`src/rtl/apq_pkg.sv`:
```
// shared constants, codes and controller/datapath interface types for the priority queue
package apq_pkg;

    localparam int DEPTH    = 8;
    localparam int IDX_W    = (DEPTH > 1) ? $clog2(DEPTH) : 1;
    localparam int CNT_W    = $clog2(DEPTH + 1);
    localparam int DATA_W   = 32;
    localparam int PRIO_W   = 16;
    localparam int KIND_W   = 2;
    localparam int STATUS_W = 2;
    localparam int FILL_W   = 7;
    localparam int ENTRY_W  = DATA_W + PRIO_W;

    // item kinds
    localparam logic [KIND_W-1:0] KIND_ENQ  = 2'd0;
    localparam logic [KIND_W-1:0] KIND_DEQ  = 2'd1;
    localparam logic [KIND_W-1:0] KIND_PEEK = 2'd2;

    // result status codes
    localparam logic [STATUS_W-1:0] ST_OK    = 2'd0;
    localparam logic [STATUS_W-1:0] ST_FULL  = 2'd1;
    localparam logic [STATUS_W-1:0] ST_EMPTY = 2'd2;

    // controller to datapath
    typedef struct packed {
        logic accept;     // take the input word
        logic scan_rd;    // read entry at scan index and step it
        logic decide;     // capture result, adjust count, load shift start
        logic shift_rd;   // read entry above the shift index
        logic shift_wr;   // write it one slot down
        logic load_out;   // move pending result into the output register
    } t_apq_cmd;

    // datapath to controller
    typedef struct packed {
        logic empty;
        logic scan_last;
        logic need_shift;
        logic shift_last;
        logic out_free;
    } t_apq_sts;

endpackage

```
`src/rtl/array_priority_queue.sv`:
```
// top level of the stable-maximum priority queue
//
// usage
//   input channel: i_valid / o_stall carry one word (i_kind, i_item_data,
//   i_item_priority); a word is taken at a clock edge with i_valid high and
//   o_stall low. kinds: enqueue, dequeue highest, peek highest.
//   output channel: o_valid / i_stall carry one result word per input word
//   (o_status, o_out_data, o_out_priority, o_fill_count).
// sequence from acceptance to result
//   enqueue, empty or unused kind: straight to result hand-off
//   peek: scan every held entry, then decide; dequeue: as peek, then close
//   the gap above the removed entry; next word taken the cycle after the
//   result is loaded; the single read port of the entry ram sets the pace:
//   the maximum search reads one entry a cycle and closing the gap after a
//   dequeue is a read then a write per moved entry
// reset: synchronous, active low; empties the store and drops any pending
//   result, the entry ram itself is not cleared
// back-pressure: a stalled result holds in the output register while the
//   next word is already taken and worked on; it then waits until the
//   output register frees
module array_priority_queue import apq_pkg::*; (
    input  logic                i_clk,
    input  logic                i_rst_n,
    input  logic                i_valid,
    output logic                o_stall,
    input  logic [KIND_W-1:0]   i_kind,
    input  logic [DATA_W-1:0]   i_item_data,
    input  logic [PRIO_W-1:0]   i_item_priority,
    output logic                o_valid,
    input  logic                i_stall,
    output logic [STATUS_W-1:0] o_status,
    output logic [DATA_W-1:0]   o_out_data,
    output logic [PRIO_W-1:0]   o_out_priority,
    output logic [FILL_W-1:0]   o_fill_count
);

    t_apq_cmd cmd;
    t_apq_sts sts;

    // sequencer: idle, scan for the maximum, gap closing, result hand-off
    apq_ctrl u_ctrl (
        .i_clk   (i_clk),
        .i_rst_n (i_rst_n),
        .i_valid (i_valid),
        .i_kind  (i_kind),
        .o_stall (o_stall),
        .i_sts   (sts),
        .o_cmd   (cmd)
    );

    // entry ram in arrival order, oldest at slot zero
    apq_dp u_dp (
        .i_clk           (i_clk),
        .i_rst_n         (i_rst_n),
        .i_kind          (i_kind),
        .i_item_data     (i_item_data),
        .i_item_priority (i_item_priority),
        .i_stall         (i_stall),
        .i_cmd           (cmd),
        .o_sts           (sts),
        .o_valid         (o_valid),
        .o_status        (o_status),
        .o_out_data      (o_out_data),
        .o_out_priority  (o_out_priority),
        .o_fill_count    (o_fill_count)
    );

endmodule

```
`src/rtl/apq_ram.sv`:
```
// generic single write port, single read port ram with registered read
module apq_ram #(
    parameter int WIDTH = 8,
    parameter int DEPTH = 8,
    parameter int AW    = (DEPTH > 1) ? $clog2(DEPTH) : 1
) (
    input  logic             i_clk,
    input  logic             i_wr_en,
    input  logic [AW-1:0]    i_wr_addr,
    input  logic [WIDTH-1:0] i_wr_data,
    input  logic             i_rd_en,
    input  logic [AW-1:0]    i_rd_addr,
    output logic [WIDTH-1:0] o_rd_data
);

    logic [WIDTH-1:0] r_mem [DEPTH];

    always_ff @(posedge i_clk) begin
        if (i_wr_en) begin
            r_mem[i_wr_addr] <= i_wr_data;
        end
    end

    always_ff @(posedge i_clk) begin
        if (i_rd_en) begin
            o_rd_data <= r_mem[i_rd_addr];
        end
    end

endmodule

```
`src/rtl/apq_ctrl.sv`:
```
// sequencing state machine for the priority queue
module apq_ctrl import apq_pkg::*; (
    input  logic              i_clk,
    input  logic              i_rst_n,
    input  logic              i_valid,
    input  logic [KIND_W-1:0] i_kind,
    output logic              o_stall,
    input  t_apq_sts          i_sts,
    output t_apq_cmd          o_cmd
);

    typedef enum logic [2:0] {
        S_IDLE,
        S_SCAN,
        S_SCAN_END,
        S_DECIDE,
        S_SHIFT_RD,
        S_SHIFT_WR,
        S_DONE
    } t_state;

    t_state r_state;
    t_state n_state;

    always_comb begin
        o_cmd   = '0;
        n_state = r_state;
        unique case (r_state)
            S_IDLE: begin
                if (i_valid) begin
                    o_cmd.accept = 1'b1;
                    if ((i_kind == KIND_DEQ || i_kind == KIND_PEEK) && !i_sts.empty) begin
                        n_state = S_SCAN;
                    end else begin
                        n_state = S_DONE;
                    end
                end
            end
            S_SCAN: begin
                o_cmd.scan_rd = 1'b1;
                if (i_sts.scan_last) begin
                    n_state = S_SCAN_END;
                end
            end
            S_SCAN_END: begin
                n_state = S_DECIDE;
            end
            S_DECIDE: begin
                o_cmd.decide = 1'b1;
                n_state = i_sts.need_shift ? S_SHIFT_RD : S_DONE;
            end
            S_SHIFT_RD: begin
                o_cmd.shift_rd = 1'b1;
                n_state = S_SHIFT_WR;
            end
            S_SHIFT_WR: begin
                o_cmd.shift_wr = 1'b1;
                n_state = i_sts.shift_last ? S_DONE : S_SHIFT_RD;
            end
            S_DONE: begin
                if (i_sts.out_free) begin
                    o_cmd.load_out = 1'b1;
                    n_state = S_IDLE;
                end
            end
            default: begin
                n_state = S_IDLE;
            end
        endcase
    end

    always_ff @(posedge i_clk) begin
        if (!i_rst_n) begin
            r_state <= S_IDLE;
        end else begin
            r_state <= n_state;
        end
    end

    assign o_stall = (r_state != S_IDLE);

endmodule

```
`src/rtl/apq_dp.sv`:
```
// entry store, scan compare, gap closing and result registers of the priority queue
module apq_dp import apq_pkg::*; (
    input  logic                i_clk,
    input  logic                i_rst_n,
    input  logic [KIND_W-1:0]   i_kind,
    input  logic [DATA_W-1:0]   i_item_data,
    input  logic [PRIO_W-1:0]   i_item_priority,
    input  logic                i_stall,
    input  t_apq_cmd            i_cmd,
    output t_apq_sts            o_sts,
    output logic                o_valid,
    output logic [STATUS_W-1:0] o_status,
    output logic [DATA_W-1:0]   o_out_data,
    output logic [PRIO_W-1:0]   o_out_priority,
    output logic [FILL_W-1:0]   o_fill_count
);

    logic [CNT_W-1:0]    r_count;
    logic [IDX_W-1:0]    r_idx;
    logic                r_is_deq;
    logic                r_cmp_vld;
    logic [IDX_W-1:0]    r_cmp_idx;
    logic [IDX_W-1:0]    r_best_idx;
    logic [PRIO_W-1:0]   r_best_prio;
    logic [DATA_W-1:0]   r_best_data;
    logic [STATUS_W-1:0] r_res_status;
    logic [DATA_W-1:0]   r_res_data;
    logic [PRIO_W-1:0]   r_res_prio;
    logic                r_out_valid;

    logic                full;
    logic                enq_wr;
    logic [CNT_W-1:0]    last_slot;
    logic                wr_en;
    logic [IDX_W-1:0]    wr_addr;
    logic [ENTRY_W-1:0]  wr_data;
    logic                rd_en;
    logic [IDX_W-1:0]    rd_addr;
    logic [ENTRY_W-1:0]  rd_data;
    logic [PRIO_W-1:0]   rd_prio;
    logic [DATA_W-1:0]   rd_dat;
    logic                take_best;

    assign full      = (r_count == CNT_W'(DEPTH));
    assign last_slot = r_count - CNT_W'(1);
    assign enq_wr    = i_cmd.accept && (i_kind == KIND_ENQ) && !full;

    assign wr_en   = enq_wr || i_cmd.shift_wr;
    assign wr_addr = i_cmd.accept ? r_count[IDX_W-1:0] : r_idx;
    assign wr_data = i_cmd.accept ? {i_item_priority, i_item_data} : rd_data;
    assign rd_en   = i_cmd.scan_rd || i_cmd.shift_rd;
    assign rd_addr = i_cmd.shift_rd ? (r_idx + IDX_W'(1)) : r_idx;

    apq_ram #(
        .WIDTH (ENTRY_W),
        .DEPTH (DEPTH)
    ) u_ram (
        .i_clk     (i_clk),
        .i_wr_en   (wr_en),
        .i_wr_addr (wr_addr),
        .i_wr_data (wr_data),
        .i_rd_en   (rd_en),
        .i_rd_addr (rd_addr),
        .o_rd_data (rd_data)
    );

    assign rd_prio = rd_data[ENTRY_W-1:DATA_W];
    assign rd_dat  = rd_data[DATA_W-1:0];

    // strictly greater keeps the oldest of equal priorities
    assign take_best = r_cmp_vld &&
        ((r_cmp_idx == '0) || ($signed(rd_prio) > $signed(r_best_prio)));

    assign o_sts.empty      = (r_count == '0);
    assign o_sts.scan_last  = ({{(CNT_W-IDX_W){1'b0}}, r_idx} == last_slot);
    assign o_sts.need_shift = r_is_deq && ({{(CNT_W-IDX_W){1'b0}}, r_best_idx} != last_slot);
    assign o_sts.shift_last = ({{(CNT_W-IDX_W){1'b0}}, r_idx} == last_slot);
    assign o_sts.out_free   = !r_out_valid || !i_stall;

    // control state
    always_ff @(posedge i_clk) begin
        if (!i_rst_n) begin
            r_count     <= '0;
            r_cmp_vld   <= 1'b0;
            r_out_valid <= 1'b0;
        end else begin
            r_cmp_vld <= i_cmd.scan_rd;
            if (enq_wr) begin
                r_count <= r_count + CNT_W'(1);
            end else if (i_cmd.decide && r_is_deq) begin
                r_count <= last_slot;
            end
            if (i_cmd.load_out) begin
                r_out_valid <= 1'b1;
            end else if (!i_stall) begin
                r_out_valid <= 1'b0;
            end
        end
    end

    // payload and indices
    always_ff @(posedge i_clk) begin
        if (i_cmd.accept) begin
            r_idx      <= '0;
            r_is_deq   <= (i_kind == KIND_DEQ);
            r_res_data <= '0;
            r_res_prio <= '0;
            if (i_kind == KIND_ENQ) begin
                r_res_status <= full ? ST_FULL : ST_OK;
            end else if ((i_kind == KIND_DEQ || i_kind == KIND_PEEK) && (r_count == '0)) begin
                r_res_status <= ST_EMPTY;
            end else begin
                r_res_status <= ST_OK;
            end
        end else if (i_cmd.scan_rd) begin
            if (!o_sts.scan_last) begin
                r_idx <= r_idx + IDX_W'(1);
            end
        end else if (i_cmd.decide) begin
            r_idx        <= r_best_idx;
            r_res_status <= ST_OK;
            r_res_prio   <= r_best_prio;
            r_res_data   <= r_is_deq ? r_best_data : '0;
        end else if (i_cmd.shift_wr) begin
            r_idx <= r_idx + IDX_W'(1);
        end

        r_cmp_idx <= r_idx;
        if (take_best) begin
            r_best_idx  <= r_cmp_idx;
            r_best_prio <= rd_prio;
            r_best_data <= rd_dat;
        end

        if (i_cmd.load_out) begin
            o_status       <= r_res_status;
            o_out_data     <= r_res_data;
            o_out_priority <= r_res_prio;
            o_fill_count   <= FILL_W'(r_count);
        end
    end

    assign o_valid = r_out_valid;

endmodule

```
`config.mk`:
```
export PLATFORM = sky130hd
export DESIGN_NAME = array_priority_queue
export DESIGN_NICKNAME = d
export VERILOG_FILES = /design/src/rtl/apq_pkg.sv /design/src/rtl/array_priority_queue.sv /design/src/rtl/apq_ram.sv /design/src/rtl/apq_ctrl.sv /design/src/rtl/apq_dp.sv
export SDC_FILE = /design/constraint.sdc
export NUM_CORES = 1
export LEC_CHECK = 0
export BUFFER_PORTS_ARGS = -buffer_cell sky130_fd_sc_hd__buf_2
export CAP_MARGIN = 20
export CORE_MARGIN = 10
export CORE_UTILIZATION = 55
export DETAILED_ROUTE_END_ITERATION = 7
export HOLD_SLACK_MARGIN = 0.05
export PLACE_DENSITY = 0.76
export SYNTH_ARGS = -nofsm -noshare
export SYNTH_HDL_FRONTEND = slang
export SYNTH_HIERARCHICAL = 1
export SYNTH_SLANG_ARGS = --single-unit
```
`constraint.sdc`:
```
create_clock -name i_clk -period 6.7 [get_ports i_clk]
set_input_delay 2.01 -clock i_clk [delete_from_list [all_inputs] [get_ports i_clk]]
set_output_delay 2.01 -clock i_clk [all_outputs]
set_load 0.02 [all_outputs]
```
# ---- Word-level counts from Yosys, hierarchy flattened
# Memories as Yosys holds them, arrays and structs flattened. A register that Yosys moved wholly into a read port is not among the register bits.
# Index checks and enable logic that the tools add are counted.
dict set report classes {
  n_addsub 3
  n_mul 0
  n_eq_ne 17
  div 0
  n_bitwise 1
  n_lt_le_gt_ge 1
  mux 35
  shifts 0
  reduce_logical 28
}
# op count
set op_table {}
lappend op_table {{48-bit 2-to-1 mux} 1}
lappend op_table {{32-bit 2-to-1 mux} 1}
lappend op_table {{3-bit 2-to-1 mux} 10}
lappend op_table {{3-bit case mux with 7 select lines} 1}
lappend op_table {{16-bit greater-than comparator} 1}
lappend op_table {{2-bit 2-to-1 mux} 7}
lappend op_table {{1-bit 2-to-1 mux} 13}
lappend op_table {{3-bit == test (second input constant)} 3}
lappend op_table {{4-bit 2-to-1 mux} 2}
lappend op_table {{1-bit logical AND} 7}
lappend op_table {{3-bit by 2-bit == test with 1-bit output (second input constant)} 2}
lappend op_table {{3-bit logical NOT} 2}
lappend op_table {{2-bit by 1-bit != test with 1-bit output (second input constant)} 3}
lappend op_table {{2-bit != test (second input constant)} 3}
lappend op_table {{2-bit AND reduction} 3}
lappend op_table {{3-bit nonzero test} 2}
lappend op_table {{1-bit logical OR} 5}
lappend op_table {{4-bit by 1-bit adder with 4-bit output (second input constant)} 1}
lappend op_table {{3-bit by 4-bit == test with 1-bit output} 1}
lappend op_table {{4-bit == test (second input constant)} 1}
lappend op_table {{1-bit logical NOT} 4}
lappend op_table {{4-bit logical NOT} 1}
lappend op_table {{3-bit by 4-bit != test with 1-bit output} 1}
lappend op_table {{2-bit nonzero test} 2}
lappend op_table {{other kinds (8)} 8}
dict set report totals {
  latch_bits 0
  rom_bits 0
  ramBits 384
  wordCells 103
  n_memories 1
  reg_bits 171
  inputBits 54
}
# memory words word_bits read_ports rd_ports_with_merged_regs write_ports line
set mem_list {}
lappend mem_list {u_dp.u_ram.r_mem 8 48 1 1 1 apq_ram.sv:16} ;# logic [WIDTH-1:0] r_mem [DEPTH];

# ---- Depth between registers and ports, before layout
# Gate-level depths: netlist of the first run.
dict set report logic_depth {
  depth_word 7
  ltp_mapped 12
  ltp_nobuf 10
}

# ---- Modules after synthesis
# The synthesis of the first run kept the hierarchy.
# module cells_each area_per_inst_um2 n_inst seq_area_each_um2
set modules_own_cells {}
lappend modules_own_cells {apq_ram 616 16100.4 1 12972.4}
lappend modules_own_cells {apq_dp 479 6697.7 1 4444.3}
lappend modules_own_cells {apq_ctrl 36 265.3 1 60.1}

# ---- Worst setup path after synthesis of the first run
# No wires, ideal clock.
dict set report synth_path {
  path_kind {in2reg}
  startpoint {input i_valid}
  endpoint {memory u_dp/u_ram/r_mem[4][0] in the netlist's numbering (enable)}
  path_slack_ns -0.157
  t_required_ns 6.187
  path_stages 8
  t_arrival_ns 6.344
  setup_time_ns 0.513
  cell_sequence {inv_1 -> nor2_1 -> buf_4 -> clkbuf_1 -> nand2_1 -> nand2_1 -> nand2_1 -> nor3_1}
}
# item line
set synth_rtl {}
lappend synth_rtl {{start, declared} array_priority_queue.sv:24} ;# input logic i_valid,
lappend synth_rtl {{end, declared} apq_ram.sv:16}

==> results of run 1 <==
-- worst max-delay path, stage by stage --
cell	delay, ps
buf_2	70
inv_1	70
nor2_4	540
and2_1	290
nand2_1	140
nand2b_1	150
nand2_1	250
nor3_4	860
buf_4	450
-- metrics by stage --
stage          instance area, sq um  setup WS [ps]  hold WS (ps)  utilization  total power (uW)
3_3_place_gp                  24200           1580           404        0.589              8480
5_1_grt                       26200           1940           433        0.638             12400
4_1_cts                       26200           2100           428        0.638             12000
6_report                      26200           2110           426        0.638             11900
2_1_floorplan                 23100            299           356            -              7860
3_5_place_dp                  24200           1500           413        0.589              8570
-- sequential cells by signal (all words and copies together), names as in the netlist --
name / cells
u_ctrl/r_state: 3
u_dp/o_fill_count: 4
u_dp/o_out_data: 32
u_dp/o_out_priority: 16
u_dp/o_status: 2
u_dp/o_valid: 1
u_dp/r_best_data: 32
u_dp/r_best_idx: 3
u_dp/r_best_prio: 16
u_dp/r_cmp_idx: 3
u_dp/r_cmp_vld: 1
u_dp/r_count: 4
u_dp/r_idx: 3
u_dp/r_is_deq: 1
u_dp/r_res_data: 32
u_dp/r_res_prio: 16
u_dp/r_res_status: 2
u_dp/u_ram/o_rd_data: 48
u_dp/u_ram/r_mem: 384
-- logic make-up after synthesis --
family,share of synthesized area
flops,0.758
mux,0.150
simple gates,0.0263
compound gates,0.0288
buf+inv,0.0214
fa+ha+maj,0.0114
xor+xnor,0.00456
other cells,0.000163
-- cell usage after synthesis, drive strengths merged (2+ instances only) --
cell type    n  area, sq um
o211ai       2         15.0
and2         6         38.8
nand2       50          188
nand3        4         20.0
xor2         5         43.8
nor3b        3         27.5
nor3        10         50.1
nand4        5         31.3
a31oi        2         12.5
inv         29          109
mux4        96         2170
a21o         3         22.5
clkbuf      23         96.3
and3         2         12.5
or3          3         25.0
dfxtp       63         1260
nor2b        5         31.3
nand2b       8         50.1
a211oi       2         15.0
nor2        16         60.1
a21oi       28          144
ha          21          263
o221ai       2         17.5
o31ai        3         22.5
mux2        99         1270
xnor2        7         61.3
edfxtp     540        16200
buf         34          289
a22o        32          280
o21ai        8         40.0
-- how the worst min path moves through the flow --
stage | to | slack [ps] | cells past startpoint
global route | u_dp/o_out_priority[1] | 430 | 0
finish | u_dp/o_out_priority[1] | 430 | 0
detailed placement | u_dp/r_cmp_idx[1] | 410 | 0
floorplan | u_dp/r_cmp_idx[0] | 360 | 0
global placement | u_dp/o_status[1] | 400 | 0
CTS | u_dp/o_out_priority[1] | 430 | 0
-- area by class of cell --
cell class / instances / area share
timing repair buffer: 133 / 0.0289
clock inverter: 32 / 0.0152
clock buffer: 75 / 0.0608
multi-input combinational: 444 / 0.200
inverter: 29 / 0.00415
sequential: 603 / 0.666
tap: 532 / 0.0254
-- power breakdown --
| group | switching, uW | internal (uW) | leakage (uW) |
|---|---|---|---|
| sequential | 262 | 5160 | 0.00541 |
| combinational | 1670 | 1420 | 0.00249 |
| clock | 1340 | 2020 | 0.000977 |
-- routing by layer --
metal / global-route usage / up-vias
met5: 0 / -
met4: 0.0537 / 0
met3: 0.0329 / 62
met2: 0.283 / 402
met1: 0.247 / 5688
li1: - / 4815
==> qor.txt, run 1 <==
Hold Fails Final Rpt = 0
nature of the critical path endpoint = flip-flop
Worst Setup SP = i_valid
placed cells = 1740
Critical Path Fanout Max = 20
# port buffers = 109
Mapped Cells = 1131
#FFs+latches synth = 603
met3 WL = 2890 um
pwr dens = 452 nW/um^2
final slew viol count = 0
critical path type = in -> reg
Non-Filler Instances = 1848
io pins = 113
ANT cells = 0
Final ANT Viol Nets = 0
Setup crit end = u_dp/u_ram/r_mem[4][42]
HP Class = reg -> reg
HP Start = u_dp/r_res_prio[1]
status = finished, final reports clean
CTS tree = built
first-pass GRT wire length = 68000 um
area delta synth->final = 13.8%
multi-input logic area = 5240 sq um
Setup Skew = 23.0 ps
clock sinks = 603
Die Area = 50500 sq um
Syn Area/Cell = 20.4 sq um
crit path DAT = 4850 ps
# hold bufs at CTS = 0
Residual DRC = 0
RSZ-0062 raised after global routing = no
CP required = 6970 ps
Fillers = 2730
register area share after synthesis = 0.758
Top Layer Used = met4
core area = 41100 sq um
vias in the first global route = 11100
share of layout cells above drive strength 1 = 0.334
post-CTS sizing = 0
largest net degree at the start of global routing = 97
Max Cap Violations = 0
clk_lat worst skew = 600 ps
H-tree depth = 2
remaining global-route overflow = 0
startpoint types = input pin
wire length on met2 = 21600 um
Post-DP HPWL = 25100 um
worst-case clock buffer depth = 3
Leak = 0.00888 uW
r2r worst-path depth = 8
setup tns final = 0 ps
FF-to-FF End = u_dp/u_ram/o_rd_data[16]
Async S/R FF share, synth = 0
source of the worst register-to-register timing path = u_ctrl/r_state[2]
total track usage = 0.178
Post-synth EDFFs = 540
most frequent cells in the layout = 540 x edfxtp_1, 109 x buf_2, 93 x mux4_2
final net count = 1343
die width = 225 um
Yosys warning total = 6
Post-synth top flop = edfxtp_1
relative max-transition margin = 0.302
Reg clk slew, reported paths = 60 ps
via/cell ratio = 5.93
GPL Wtd Cong = 0.801
Slew @ Worst Pin = 1040 ps
peak supply drop = 0.456 mV
postcts setup bufs = 0
register area = 17500 sq um
vias post-DR = 11000
reg2reg setup slack = 2660 ps
antenna violations before repair = 0
commonest non-fill, non-tap cell in the layout = edfxtp_1
Tmin final = 4590 ps
final setup vio count = 0
total CTS buffers = 57
wire length per cell = 24.3 um
Die Y = 225 um
clock root buffer = clkbuf_16
drt pass-1 iters = 5
fmax = 218 MHz
Initial Util = 0.561
Post-Route M1 WL = 19600 um
final period utilization = 0.685
Cell variety after synth = 61
# rows = 74
Iter 0 DRT Violations = 1204
post-synth design cell area = 23100 sq um
drt total wl = 45000 um
No activity file was read; power rests on OpenSTA's default activity.
==> inputs of run 2 (changes only) <==
==> constraint.sdc (replaced) <==
create_clock -name i_clk -period 4 [get_ports i_clk]
set_input_delay 1.2 -clock i_clk [delete_from_list [all_inputs] [get_ports i_clk]]
set_output_delay 1.2 -clock i_clk [all_outputs]
set_load 0.02 [all_outputs]
==> run 2 against run 1 <==
  * Non-clock buffer count is 10 higher
  * Design area hardly changed
  * Sequential share of layout area decreased by 0.054 points
  * Via count is 0.45% lower
  * Utilization is 0.052 points higher
  * Worst hold slack worse by 2.4 ps
  * Worst setup slack got worse by 1200 ps
  * Critical path depth down 2
  * Power grew 65%
  * Clock skew rose by 6.0 ps
  * Cell count grew 0.60%
  * Wire length increased by 0.29%
  * Largest cell class unchanged
==> qor.txt, run 2 (synthesis gave the netlist of run 1 again) <==
clock sinks = 603
commonest non-fill, non-tap cell in the layout = edfxtp_1
CP required = 4260 ps
most frequent cells in the layout = 540 x edfxtp_1, 109 x buf_2, 93 x mux4_2
worst path bufs/invs = 1
antenna violations before repair = 1
Hold Fails Final Rpt = 0
final setup vio count = 0
Residual DRC = 0
core area = 41100 sq um
clk_lat worst skew = 610 ps
Die Area = 50500 sq um
Tmin final = 3060 ps
share of layout cells above drive strength 1 = 0.333
Iter 0 DRT Violations = 1254
final slew viol count = 0
FF-to-FF End = u_dp/r_best_data[10]
final instance area = 26300 sq um
H-tree depth = 2
remaining global-route overflow = 0
global routing usage on met1 = 0.250
GPL Wtd Cong = 0.792
drt pass-1 iters = 5
critical path type = reg -> reg
r2r worst-path depth = 7
ANT cells = 0
via/cell ratio = 5.87
pwr dens = 747 nW/um^2
first-pass GRT wire length = 69500 um
postcts setup bufs = 0
startpoint types = flip-flop
CTS tree = built
drt total wl = 45100 um
total CTS buffers = 57
Post-DP Area = 24400 sq um
status = finished, final reports clean
nature of the critical path endpoint = flip-flop
Leak = 0.00888 uW
largest net degree at the start of global routing = 52
Crit path max-delay family = compound AO/OA/AOI/OAI gates
crit path DAT = 3310 ps
Setup Skew = 28.9 ps
# port buffers = 109
largest register by flop count = u_dp/u_ram/r_mem
io pins = 113
final setup margin = 943 ps
final net count = 1353
clock root buffer = clkbuf_16
Critical Path Fanout Max = 51
CP peak stage delay = 840 ps
reg2reg setup slack = 940 ps
HP Start = u_dp/r_res_status[1]
Pwr Total = 19600 uW
Non-Filler Instances = 1859
Final ANT Viol Nets = 0
final period utilization = 0.764
GR Util met2 = 0.288
source of the worst register-to-register timing path = u_dp/u_ram/o_rd_data[41]
Fillers = 2751
vias post-DR = 10900
worst-case clock buffer depth = 3
Worst Hold Depth = 0
pre-CTS WS = 572 ps
HP Class = reg -> reg
# hold bufs at CTS = 0
wire length per cell = 24.3 um
peak supply drop = 0.412 mV
total track usage = 0.181
top flop regs = u_dp/u_ram/r_mem (384), u_dp/u_ram/o_rd_data (48)
placed cells = 1751
RSZ-0062 raised after global routing = no
busiest layer in global routing = met2
area delta synth->final = 13.9%
Slew @ Worst Pin = 1110 ps
die width = 225 um
max reg flops = 384
relative max-transition margin = 0.259
Hold EP = u_dp/o_status[1]
Initial Util = 0.561
fmax = 327 MHz
Die Y = 225 um
slowest CP cell = a2111oi_0
post-CTS sizing = 0
CP Cell Sequence = ha_1, a21o_1, nand3_1, a21oi_1, a2111oi_0, mux2i_4, buf_12
Post-DP HPWL = 26600 um
met3 Track Usage GR = 0.0412
Max Cap Violations = 0
vias in the first global route = 11400
Reg clk slew, reported paths = 60 ps
# rows = 74
run 2: cell type report:
type	instances	area [sq um]	area share
Timing Repair Buffer	143	951	0.0362
Clock buffer	86	1670	0.0634
Clock inverter	22	151	0.00576
Sequential cell	603	17500	0.665
Inverter	29	109	0.00415
Multi-Input combinational cell	444	5240	0.200
Tap cell	532	666	0.0253
run 2: worst max-delay path by stage:
| stage | start | end | depth (start not counted) |
|---|---|---|---|
| final | u_dp/u_ram/o_rd_data[41] | u_dp/r_best_data[10] | 7 |
| after global routing | u_dp/u_ram/o_rd_data[41] | u_dp/r_best_data[10] | 7 |
| after CTS | u_dp/u_ram/o_rd_data[41] | u_dp/r_best_data[10] | 7 |
| after detailed placement | i_valid | u_dp/u_ram/r_mem[5][36] | 9 |
| after global placement | i_valid | u_dp/u_ram/r_mem[5][38] | 9 |
| after floorplan | i_valid | u_dp/u_ram/r_mem[2][0] | 6 |
run 2: power breakdown:
part	total, uW	switching (uW)	internal, uW
Clock	5170	2230	2940
Combinational	5390	2880	2510
Sequential	9060	431	8630
run 2: metal layers:
layer	up-vias	part of all wire
met5	-	0
met4	0	0.018
met3	64	0.071
met2	360	0.48
met1	5662	0.43
li1	4832	-
run 2: through the flow:
step	utilization	setup TNS, ps	hold WS, ps
after floorplan	-	-198360	356
after global placement	0.595	0	403
after detailed placement	0.595	0	406
after CTS	0.639	0	419
after global routing	0.639	0	434
final	0.639	0	423
==> inputs of run 3 (changes only) <==
--- a/config.mk
+++ b/config.mk
@@ -5,13 +5,14 @@
 export SDC_FILE = /design/constraint.sdc
 export NUM_CORES = 1
 export LEC_CHECK = 0
+export ABC_AREA = 1
 export BUFFER_PORTS_ARGS = -buffer_cell sky130_fd_sc_hd__buf_2
 export CAP_MARGIN = 20
 export CORE_MARGIN = 10
 export CORE_UTILIZATION = 55
 export DETAILED_ROUTE_END_ITERATION = 7
 export HOLD_SLACK_MARGIN = 0.05
-export PLACE_DENSITY = 0.76
+export PLACE_DENSITY = 0.75
 export SYNTH_ARGS = -nofsm -noshare
 export SYNTH_HDL_FRONTEND = slang
 export SYNTH_HIERARCHICAL = 1
==> constraint.sdc (replaced) <==
create_clock -name i_clk -period 2.5 [get_ports i_clk]
set_input_delay 0.75 -clock i_clk [delete_from_list [all_inputs] [get_ports i_clk]]
set_output_delay 0.75 -clock i_clk [all_outputs]
set_load 0.02 [all_outputs]
==> run 3 against run 2 <==
  * Clock skew fell by 14 ps
  * Die area is 8.5% higher
  * Sequential power up 60%
  * Combinational power grew 110%
  * Fmax grew 32%
  * Via count rose by 55%
  * Non-clock buffer count rose by 37
  * Largest power group unchanged
==> qor.txt, run 3 <==
final net count = 2611
Syn Area/Cell = 10.5 sq um
Initial Util = 0.556
Iter 0 DRT Violations = 1720
Yosys warning total = 6
ANT cells = 0
most numerous cell in the Yosys netlist = nand2_1
drt total wl = 58600 um
Tmin final = 2320 ps
post-synth design cell area = 25200 sq um
Worst Setup SP = u_ctrl/r_state[0]
RSZ-0062 raised after global routing = no
antenna violations before repair = 0
Reg clk slew, reported paths = 60 ps
synth top area cells = edfxtp_1 64%, nand2_1 12%, inv_1 6.4%
nature of the critical path endpoint = flip-flop
via/cell ratio = 5.32
largest net degree at the start of global routing = 86
CTS tree = built
startpoint types = flip-flop
Compound-Gate Fraction of Synth Area = 0.0258
Hold Fails Final Rpt = 0
Critical Path Fanout Max = 85
final design utilization = 0.643
CP required = 2880 ps
Post-synth top flop = edfxtp_1
Crit path max-delay family = simple AND/OR/NAND/NOR gates
status = finished, final reports clean
CP Cell Sequence = inv_2, nand2_1, nor2_2, xor2_4, buf_12, nand2_1, nand3_1, nand2_1, nand2_1, nand2_1
# rows = 78
GPL Wtd Cong = 0.823
area delta synth->final = 15.7%
clk_lat worst skew = 620 ps
die width = 234 um
slowest CP cell = buf_12
Cell variety after synth = 39
Worst Hold Depth = 0
r2r worst-path depth = 10
# port buffers = 109
setup tns final = 0 ps
Die Y = 234 um
Setup Skew = 15.2 ps
#FFs+latches synth = 603
peak supply drop = 0.797 mV
top flop regs = u_dp/u_ram/r_mem (384), u_dp/u_ram/o_rd_data (48)
core area = 45400 sq um
Final ANT Viol Nets = 0
vias post-DR = 16900
Async S/R FF share, synth = 0
register area share after synthesis = 0.693
vias in the first global route = 16600
drt pass-1 iters = 6
worst-case clock buffer depth = 3
instance count on the critical path = 10
largest family of logic cells by synthesized area = simple AND/OR/NAND/NOR gates
share of layout cells above drive strength 1 = 0.134
Mapped Cells = 2402
top-area cell type share of the netlist area = 0.643
final period utilization = 0.928
total track usage = 0.212
Post-DP HPWL = 34200 um
critical path type = reg -> reg
remaining global-route overflow = 0
Synth area leader = edfxtp_1
Residual DRC = 0
Post-synth EDFFs = 540
commonest non-fill, non-tap cell in the layout = nand2_1
HP Class = reg -> reg
worst path bufs/invs = 2
total CTS buffers = 57
max reg flops = 384
fmax = 431 MHz
final slew viol count = 0
wire length per cell = 18.4 um
HP Start = u_dp/r_idx[2]
CP peak stage delay = 380 ps
relative max-transition margin = 0.437
Max Cap Violations = 0
io pins = 113
largest register by flop count = u_dp/u_ram/r_mem
Post-Synth Adder-Cell Area = 0.0104
H-tree depth = 2
first-pass GRT wire length = 90800 um
Post-Synth XOR/XNOR Area = 0.00342
final setup vio count = 0
source of the worst register-to-register timing path = u_ctrl/r_state[0]
postcts setup bufs = 0
clock root buffer = clkbuf_16
mux contribution to synthesized area = 0.000397
Leak = 0.0128 uW
pwr dens = 1180 nW/um^2
Synth Area in Simple Gates = 0.180
Commonest cells post-synth = 827 x nand2_1, 540 x edfxtp_1, 432 x inv_1
# hold bufs at CTS = 0
clock sinks = 603
Slew @ Worst Pin = 845 ps
most frequent cells in the layout = 816 x nand2_1, 540 x edfxtp_1, 427 x inv_1
most frequent CP cell = nand2_1
Die Area = 54800 sq um
crit path DAT = 2700 ps
-- run 3: cell count changes after synthesis, sizes merged, moves of 32 or more --
cell	previous run	this run
a22o	32	0
nand3	4	208
buf	34	75
mux4	96	0
nor2	16	63
nand2	50	834
mux2	99	0
inv	29	443
a32oi	0	32
-- run 3: cell type report --
cell class              count  area, sq um
well taps                 600          751
clock buffers              79         1630
fillers                  3230        16200
repair buffers            180         1470
flip-flops and latches    603        17500
clock inverters            28          329
inverters                 444         1680
multi-input cells        1250         5840
-- run 3: repair_timing --
action	CTS	global route
gates resized for setup	0	1
endpoints found under the hold margin	0	0
setup endpoints to repair	0	30
-- run 3: metal layers --
metal | global-route usage | routed length, um | up-vias
met5 | 0 | 0 | -
met4 | 0.0750 | 1480 | 0
met3 | 0.0331 | 5040 | 112
met2 | 0.354 | 28500 | 717
met1 | 0.279 | 23600 | 8141
li1 | - | - | 7973
-- run 3: metrics by stage --
stage          setup slack [ps]  power (uW)  cells  cell area [sq um]  hold slack [ps]
2_1_floorplan              -134       21800   2404              25500              362
3_3_place_gp               67.3       25100   3077              27200              380
3_5_place_dp               83.3       25500   3077              27200              378
4_1_cts                     122       34500   3184              29200              383
5_1_grt                    78.5       36300   3184              29200              392
6_report                    180       34500   3184              29200              382
-- run 3: worst paths after layout --
kind	slack [ps]	end
setup / recovery	180	u_dp/u_ram/o_rd_data[17]
hold / removal	380	u_dp/r_cmp_idx[2]
setup reg to reg	180	u_dp/u_ram/o_rd_data[17]
hold reg to reg	380	u_dp/r_cmp_idx[2]
-- run 3: cell families (layout without fill, tap and decap cells) --
logic type / Yosys count / count (layout)
flip-flops: 603 / 603
multiplexers: 1 / 1
buffers and inverters: 551 / 731
AND/OR/NAND/NOR: 1115 / 1115
other: 1 / 3
adder cells (fa/ha/maj): 21 / 21
XOR/XNOR: 9 / 9
AO/OA/AOI/OAI: 101 / 101
-- run 3: report_power, final --
part	switching [uW]	internal [uW]
clock	3690	5190
sequential	690	13800
combinational	7820	3260
total	12200	22300
-- run 3: worst reg2reg max path: cells and delay by family, from the launching register on --
| kind | cells | cell delay (ps) |
|---|---|---|
| xor gates and xnor gates | 1 | 340 |
| and+or+nand+nor | 7 | 880 |
| buffers and inverters | 2 | 510 |
| DFF | 1 | 370 |
